## src/rtl/bgran_pkg.sv

```systemverilog
`default_nettype none

package bgran_pkg;

    localparam logic       OP_ANALYZE = 1'b0;
    localparam logic       OP_CONVERT = 1'b1;

    localparam logic [1:0] ACT_KEEP        = 2'd0;
    localparam logic [1:0] ACT_OPAQUE      = 2'd1;
    localparam logic [1:0] ACT_PREMULTIPLY = 2'd2;

    localparam logic [31:0] COLOR_MASK = 32'h00FF_FFFF;
    localparam logic [31:0] ALPHA_MASK = 32'hFF00_0000;
    localparam logic [15:0] ROUND_BIAS = 16'd127;
    localparam logic [7:0]  ALPHA_FULL = 8'd255;

    typedef struct packed {
        logic        op;
        logic [31:0] pixel_in;
        logic        is_last;
    } t_in_item;

    typedef struct packed {
        logic [31:0] pixel_out;
        logic        image_ok;
        logic [1:0]  action;
        logic        last_out;
    } t_out_item;

endpackage

`default_nettype wire

```

## src/rtl/bgra_alpha_normalize_top.sv

```systemverilog
// BGRA alpha normaliser, streamed one pixel per transfer.
// Input channel: i_valid / o_stall with i_data (op, pixel_in, is_last).
// Output channel: o_valid / i_stall with o_data (pixel_out, image_ok,
// action, last_out).
// Analyse pixels (op 0) update three sticky flags; only the last one of the
// pass yields a result, the summary. Every convert pixel (op 1) yields one
// converted pixel; the last convert pixel clears the flags.
// Throughput: one pixel per clock, sustained while the receiver does not stall.
// A result is held first in the input register, then in the result register after
// the 8x8 multiply and divide-by-255 per channel; o_valid comes from the latter.
// Flags are updated at the input transfer, so each pixel sees the flags of
// every pixel before it.
// Reset (synchronous, active low) clears the flags and both valid bits.
// When the receiver stalls, the result register holds; the input register
// still takes one more item, and o_stall rises only when both are full.
`default_nettype none

module bgra_alpha_normalize_top (
    input  wire                       i_clk,
    input  wire                       i_rst_n,
    input  wire                       i_valid,
    output logic                      o_stall,
    input  wire bgran_pkg::t_in_item  i_data,
    output logic                      o_valid,
    input  wire                       i_stall,
    output bgran_pkg::t_out_item      o_data
);
    import bgran_pkg::*;

    function automatic logic [1:0] f_action(input logic alpha, input logic color,
                                            input logic straight);
        logic [1:0] act;
        if (!alpha && color) begin
            act = ACT_OPAQUE;
        end else if (straight) begin
            act = ACT_PREMULTIPLY;
        end else begin
            act = ACT_KEEP;
        end
        return act;
    endfunction

    // (x*a + 127) / 255, exact for sums below 2^16
    function automatic logic [7:0] f_scale(input logic [7:0] x, input logic [7:0] a);
        logic [15:0] v;
        logic [16:0] t;
        v = ({8'd0, x} * {8'd0, a}) + ROUND_BIAS;
        t = {1'b0, v} + {9'd0, v[15:8]} + 17'd1;
        return t[15:8];
    endfunction

    logic r_seen_alpha, r_seen_color, r_seen_straight;
    logic n_seen_alpha, n_seen_color, n_seen_straight;

    logic        r_s1_valid, n_s1_valid;
    logic        r_s1_op;
    logic [31:0] r_s1_pixel;
    logic        r_s1_last;
    logic        r_s1_ok;
    logic [1:0]  r_s1_action;

    logic        r_o_valid, n_o_valid;
    t_out_item   r_out;

    logic        in_fire, s2_ready, s1_adv, has_result;
    logic [7:0]  in_a, in_r, in_g, in_b;
    logic        upd_alpha, upd_color, upd_straight;
    logic        s1_ok, s1_load;
    logic [1:0]  s1_action;
    logic [7:0]  s1_a;
    logic [31:0] conv_pixel;

    assign s2_ready = !r_o_valid || !i_stall;
    assign s1_adv   = r_s1_valid && s2_ready;
    assign o_stall  = r_s1_valid && !s2_ready;
    assign in_fire  = i_valid && !o_stall;

    assign in_a = i_data.pixel_in[31:24];
    assign in_r = i_data.pixel_in[23:16];
    assign in_g = i_data.pixel_in[15:8];
    assign in_b = i_data.pixel_in[7:0];

    assign upd_alpha    = r_seen_alpha || (in_a != 8'd0);
    assign upd_color    = r_seen_color || ((i_data.pixel_in & COLOR_MASK) != 32'd0);
    assign upd_straight = r_seen_straight
                       || ((in_a != 8'd0) && (in_a != ALPHA_FULL)
                           && ((in_r > in_a) || (in_g > in_a) || (in_b > in_a)));

    assign has_result = (i_data.op == OP_CONVERT) || i_data.is_last;
    assign s1_load    = in_fire && has_result;

    always_comb begin
        n_seen_alpha    = r_seen_alpha;
        n_seen_color    = r_seen_color;
        n_seen_straight = r_seen_straight;
        s1_ok           = r_seen_alpha || r_seen_color;
        s1_action       = f_action(r_seen_alpha, r_seen_color, r_seen_straight);
        if (i_data.op == OP_ANALYZE) begin
            s1_ok     = upd_alpha || upd_color;
            s1_action = f_action(upd_alpha, upd_color, upd_straight);
        end
        if (in_fire) begin
            if (i_data.op == OP_ANALYZE) begin
                n_seen_alpha    = upd_alpha;
                n_seen_color    = upd_color;
                n_seen_straight = upd_straight;
            end else if (i_data.is_last) begin
                n_seen_alpha    = 1'b0;
                n_seen_color    = 1'b0;
                n_seen_straight = 1'b0;
            end
        end
    end

    always_comb begin
        n_s1_valid = r_s1_valid;
        if (s1_load) begin
            n_s1_valid = 1'b1;
        end else if (s1_adv) begin
            n_s1_valid = 1'b0;
        end
        n_o_valid = r_o_valid;
        if (s1_adv) begin
            n_o_valid = 1'b1;
        end else if (!i_stall) begin
            n_o_valid = 1'b0;
        end
    end

    assign s1_a = r_s1_pixel[31:24];

    always_comb begin
        conv_pixel = r_s1_pixel;
        case (r_s1_action)
            ACT_OPAQUE: begin
                if ((r_s1_pixel & COLOR_MASK) != 32'd0) begin
                    conv_pixel = r_s1_pixel | ALPHA_MASK;
                end
            end
            ACT_PREMULTIPLY: begin
                if ((s1_a != 8'd0) && (s1_a != ALPHA_FULL)) begin
                    conv_pixel = {s1_a,
                                  f_scale(r_s1_pixel[23:16], s1_a),
                                  f_scale(r_s1_pixel[15:8], s1_a),
                                  f_scale(r_s1_pixel[7:0], s1_a)};
                end
            end
            default: begin
                conv_pixel = r_s1_pixel;
            end
        endcase
        if (r_s1_op == OP_ANALYZE) begin
            conv_pixel = 32'd0;
        end
    end

    always_ff @(posedge i_clk) begin
        if (!i_rst_n) begin
            r_seen_alpha    <= 1'b0;
            r_seen_color    <= 1'b0;
            r_seen_straight <= 1'b0;
            r_s1_valid      <= 1'b0;
            r_o_valid       <= 1'b0;
        end else begin
            r_seen_alpha    <= n_seen_alpha;
            r_seen_color    <= n_seen_color;
            r_seen_straight <= n_seen_straight;
            r_s1_valid      <= n_s1_valid;
            r_o_valid       <= n_o_valid;
        end
    end

    always_ff @(posedge i_clk) begin
        if (s1_load) begin
            r_s1_op     <= i_data.op;
            r_s1_pixel  <= i_data.pixel_in;
            r_s1_last   <= i_data.is_last;
            r_s1_ok     <= s1_ok;
            r_s1_action <= s1_action;
        end
        if (s1_adv) begin
            r_out.pixel_out <= conv_pixel;
            r_out.image_ok  <= r_s1_ok;
            r_out.action    <= r_s1_action;
            r_out.last_out  <= r_s1_last;
        end
    end

    assign o_valid = r_o_valid;
    assign o_data  = r_out;

endmodule

`default_nettype wire
```

## config.mk

```make
export PLATFORM = sky130hd
export DESIGN_NAME = bgra_alpha_normalize_top
export DESIGN_NICKNAME = d
export VERILOG_FILES = /design/src/rtl/bgran_pkg.sv /design/src/rtl/bgra_alpha_normalize_top.sv
export SDC_FILE = /design/constraint.sdc
export NUM_CORES = 1
export LEC_CHECK = 0
export BUFFER_PORTS_ARGS = -buffer_cell sky130_fd_sc_hd__buf_2
export CORE_MARGIN = 2
export CORE_UTILIZATION = 40
export CTS_BUF_LIST = sky130_fd_sc_hd__clkbuf_4 sky130_fd_sc_hd__clkbuf_8 sky130_fd_sc_hd__clkbuf_16
export CTS_CLUSTER_DIAMETER = 50
export CTS_CLUSTER_SIZE = 10
export DETAILED_ROUTE_END_ITERATION = 7
export GPL_ROUTABILITY_DRIVEN = 0
export HOLD_SLACK_MARGIN = 0.03
export SKIP_CTS_REPAIR_TIMING = 1
export SLEW_MARGIN = 10
export SYNTH_ARGS = -nofsm -noshare
export SYNTH_HDL_FRONTEND = slang
export SYNTH_SLANG_ARGS = --single-unit
export TNS_END_PERCENT = 100
```

## constraint.sdc

```tcl
create_clock -name i_clk -period 7.5 [get_ports i_clk]
set_input_delay 0.375 -clock i_clk [delete_from_list [all_inputs] [get_ports i_clk]]
set_output_delay 0.375 -clock i_clk [all_outputs]
set_load 0.05 [all_outputs]
```

[Word-level counts from Yosys, hierarchy flattened]
Cells that the tools add are included.
Cells by class
  add/subtract/negate cells: 9
  $mul: 3
  $lt $le $gt $ge: 3
  equality and inequality tests: 6
  mux-type cells: 17
  reductions and logical operators: 30
Operators with widths (number)
  $pmux 32 s2: 1
  $reduce_bool 32->1: 2
  $add 16x1->16 const B: 3
  $add 16x7->16 const B: 3
  $add 16x8->16: 3
  $mul 8x8->16: 3
  $mux 32: 1
  $gt 8x8->1: 3
  $mux 24: 1
  $ne 8x8->1 const B: 2
  $reduce_bool 8->1: 2
  $mux 2: 5
  $logic_and 1x1->1: 9
  $logic_or 1x1->1: 9
  $mux 1: 9
  $logic_not 1->1: 6
  $eq 2x1->1 const B: 1
  $eq 2x2->1 const B: 1
  $ne 2x1->1 const B: 1
  $ne 2x2->1 const B: 1
  $reduce_and 2->1: 1
  $reduce_bool 2->1: 1
Word-level totals
  register bits: 78

[Depth between registers and ports, before layout]
  word-level depth: 8
  gate-level depth with buffers: 25

[Worst setup path before layout]
OpenSTA, ideal clock, no wires.
  kind: register to register
  start: reg r_s1_pixel[30]
  end: reg r_out, in the netlist o_data[9], data pin
  arrival: 6580 ps
  path slack: 785 ps
  cell stages (with the launch flop): 26
  cell sequence: edfxtp_1 > clkbuf_1 > clkbuf_1 > nand2_1 > fa_1 > fa_1 > inv_1 > fa_1 > inv_1 > fa_1 > inv_1 > ha_1 > and3_1 > nor3b_2 > nor2_1 > o311a_1 > nor3_1 > nor2_1 > ha_1 > nor2b_1 > or3b_1 > a2bb2oi_2 > nor3_1 > o31a_1 > or4_1 > nand3_1
Between the ends
  longest elaborated chain between the ends: 6
RTL lines
  start, declared: RTL line bgra_alpha_normalize_top.sv:57  | logic [31:0] r_s1_pixel;
  start signal, assigned: RTL line bgra_alpha_normalize_top.sv:176  | r_s1_pixel <= i_data.pixel_in;
  $mul 8x8->16: RTL line bgra_alpha_normalize_top.sv:47  | v = ({8'd0, x} * {8'd0, a}) + ROUND_BIAS;
  $add 16x7->16: RTL line bgra_alpha_normalize_top.sv:47
  $add 16x8->16: RTL line bgra_alpha_normalize_top.sv:48  | t = {1'b0, v} + {9'd0, v[15:8]} + 17'd1;
  $add 16x1->16: RTL line bgra_alpha_normalize_top.sv:48
  $mux 24 *: RTL line bgra_alpha_normalize_top.sv:141  | if ((s1_a != 8'd0) && (s1_a != ALPHA_FULL)) begin
  $pmux 32 s2 *: RTL line bgra_alpha_normalize_top.sv:134  | case (r_s1_action)
  end, declared: RTL line bgra_alpha_normalize_top.sv:63  | t_out_item r_out;
Mark *: on every way between the ends. The rest lies on a longest branch, timed or not.
A chain may end at the register's enable or synchronous reset.

[Worst setup path after layout]
  start: reg r_s1_pixel[5]
  end: reg r_out, in the netlist o_data[7], data pin
Between the ends
  longest elaborated chain between the ends: 6
RTL lines (RTL line)
  $mul 8x8->16: bgra_alpha_normalize_top.sv:47
  $add 16x7->16: bgra_alpha_normalize_top.sv:47
  $add 16x8->16: bgra_alpha_normalize_top.sv:48
  $add 16x1->16: bgra_alpha_normalize_top.sv:48
  $mux 24: bgra_alpha_normalize_top.sv:141
  $pmux 32 s2: bgra_alpha_normalize_top.sv:134
No other way between the ends.

==> results.toml <==
[outcome]
run_status = "finished clean"

[synthesis]
yosys.area_share.simple_pct = 19.4
yosys-top-cells-area = "fa_1, edfxtp_1, ha_1"
synth_edf_count = 73
synthAdderAreaFrac_pct = 36.2
dominantRegCellSynth = "edfxtp_1"
ys_warn_count = 0
synth_top_family_by_area = "adder cells"
seq_area_frac_synth_pct = 18.9
synth.distinct_cells = 80
ys_ff_latch = 78
synth_top_area_cell = "fa_1"
yosysTopAreaCellShare_pct = 20.8
netlist_area_um2 = 12100
async_flop_share_pct = 0
synth-xor-area-share_pct = 2.63
synthMuxAreaShare_pct = 0.434
synth_compound_gate_area_share_pct = 14.3
synth_cells = 1328
avgSynthCellArea_um2 = 9.12
syn_nets = 1641

[setup_path]
required_ns = 7.71
r2r_setup_slack_ns = 0.51
worstPathMaxFanout = 10
crit_path_end_kind = "flop"
start_kind = "flop"
rr_worst_depth = 23
reg2reg_from = "r_s1_pixel[5]"
worstSetupPathType = "flop to flop"
r2r-end = "o_data[7]"
critPathArrivalTime_ns = 7.20

[floorplanning]
die_w_um = 178
io_pins = 76
dieArea_um2 = 31700
core_um2 = 29700
row_count = 63
die-height_um = 178
start_util_pct = 40.8

[placement]
hpwl_um = 23100
placed_cells = 1755
numPortBuffers = 75

[sta]
rsz0062_at_grt = "false"
hold_viol_final = 0
fin_skew_ns = 0.00992
tns_ns = 0
period_needed_ns = 6.99
fmax_ghz = 0.143
maxSlewHeadroom_pct = 30.8
maxSlewViolCount = 0
worstMarginPinSlew_ns = 1.04
setup_violations = 0
fin_crit_sh_pct = 93.2

[global_routing]
grt_util_all_layers_pct = 19.6
grt_pass1_wl_um = 49100
grt_max_degree = 39
antenna_found_initial = 0
grt_pass1_vias = 9708
grt_overflow = 0

[detailed_routing]
routed_wl_um = 29500
dr.pass1.iters = 5
wl_per_cell_um = 16.6
viasPerCell = 5.45
drt_iter0_markers = 572
drc = 0
vias = 9690
antenna_left = 0

[hold_path]
min_path_type = "primary input to flop"
min_from = "i_data[8]"
whs_endpoint = "r_s1_pixel[7]"
holdPathStages = 1

[layout]
diodes = 0
fill_cells = 2858
area_growth_pct = 9.69
layout.nets = 1696
fin_cells = 1778
layout-drive-gt1-share_pct = 10.7

[cts]
cts_root_buf = "clkbuf_16"
cts_made_buffers = 9
path_clk_slew_ns = 0.06
clock_latency_ns = 0.35
htreeDepth = 3
cts_max_path_buffers = 2
cts_tree = "built"
cts.sinks = 78

[power]
switchingPower_mw = 2.82
p_per_area_nw_per_um2 = 402
sw_frac_of_total_pct = 52.8
p_comb_share_pct = 80.9
clkPwrFrac_pct = 8.7
vdd_drop_max_v = 0.000173
seq_power_share_pct = 10.4
power.leakage_nw = 6.24
p_int_mw = 2.52

[job]
maxCapViolCount = 0
[cells in the final DEF (no fill, tap or decap), types with 15 or more instances in the layout]
cell	count
inv_1	199
xnor2_1	24
edfxtp_1	73
nand2_1	127
nand4_1	20
a21oi_1	48
o21a_1	16
buf_4	26
a21o_1	15
and2_1	127
buf_2	75
nor2_1	33
nor3_1	30
a211oi_1	15
nor4_1	17
nand3_1	20
nor2b_1	15
fa_1	126
o21ai_0	31
ha_1	149
[metal layers]
metal | up-vias | global-route usage (%) | part of all wire [%]
met5 | - | 0 | 0
met4 | 0 | 5.60 | 2.2
met3 | 33 | 2.60 | 5.0
met2 | 246 | 31.9 | 46
met1 | 4745 | 27.4 | 47
li1 | 4666 | - | -
[area by class of cell]
class	count	area [um^2]	area share [%]
flip-flops and latches	78	2290	17.3
multi-input cells	991	8870	66.8
repair buffers	101	571	4.29
clock inverters	7	78.8	0.593
clock buffers	9	225	1.70
well taps	390	488	3.67
inverters	202	758	5.71
[cells in the mapped netlist, types with 11 or more instances]
master    count
and2_1      127
o21a_1       16
a21oi_1      48
nand4_1      20
ha_1        149
a21boi_0     11
nand2_1     127
xnor2_1      24
clkbuf_1     51
o211ai_1     11
a21o_1       15
fa_1        126
nor4_1       17
nor2_1       34
nor3_1       31
nor2b_1      16
a211oi_1     15
a31oi_1      11
o21ai_0      31
inv_1       199
edfxtp_1     73
nand3_1      20
[cells by family after synthesis]
logic type	count (synthesis)
xor gates and xnor gates	33
adders and majority gates	275
AOI/OAI and AO/OA	236
DFF	78
buffers and inverters	259
muxes	5
and+or+nand+nor	442
[how the worst max path moves through the flow]
stage                               from         end  slack (ns)  cells past startpoint
after floorplan           r_s1_pixel[30]   o_data[9]        0.78                     25
after global placement     r_s1_pixel[6]  o_data[11]        0.61                     22
after detailed placement  r_s1_pixel[25]   o_data[7]        0.43                     23
after CTS                 r_s1_pixel[25]   o_data[7]        0.43                     23
after global routing       r_s1_pixel[3]   o_data[9]        0.02                     23
final                      r_s1_pixel[5]   o_data[7]        0.51                     23
[registers in the layout (all words and copies together) (netlist names)]
register / count
r_seen_alpha: 1
r_s1_valid: 1
r_seen_straight: 1
r_s1_action: 2
o_valid: 1
r_s1_ok: 1
r_seen_color: 1
r_s1_last: 1
r_s1_pixel: 32
r_s1_op: 1
o_data: 36
[power by group through the flow]
stage          combinational [mW]  clock [mW]  sequential [mW]
2_1_floorplan                3.33           0            0.591
3_3_place_gp                 4.22           0            0.570
3_5_place_dp                 4.27           0            0.570
4_1_cts                      4.30       0.476            0.561
5_1_grt                      4.91       0.492            0.561
6_report                     4.32       0.463            0.556
[worst max-delay path: stages (launching register included)]
cell       delay [ns]
edfxtp_1         0.68
nand2_1          0.13
fa_1             0.48
fa_1             0.49
inv_1            0.06
fa_1             0.53
inv_1            0.05
fa_1             0.53
inv_1            0.04
ha_1             0.39
and3_1           0.24
nor3b_2          0.32
nor2_1           0.14
o311a_1          0.36
nor3_1           0.25
nor2_1           0.10
ha_1             0.34
nor2b_1          0.16
or3b_1           0.37
a2bb2oi_2        0.14
nor3_1           0.06
o31a_1           0.39
or4b_1           0.48
nand3_1          0.09
[stage by stage]
stage	util [%]	setup slack [ns]	instance area, um^2	hold slack, ns	total power [mW]
2_1_floorplan	-	0.785	12100	0.400	3.92
3_3_place_gp	43.5	0.613	12900	0.403	4.79
3_5_place_dp	43.5	0.430	12900	0.423	4.84
4_1_cts	44.5	0.428	13200	0.225	5.33
5_1_grt	44.7	0.0200	13300	0.232	5.96
6_report	44.7	0.513	13300	0.240	5.34
(Power assumes the default switching activity.)
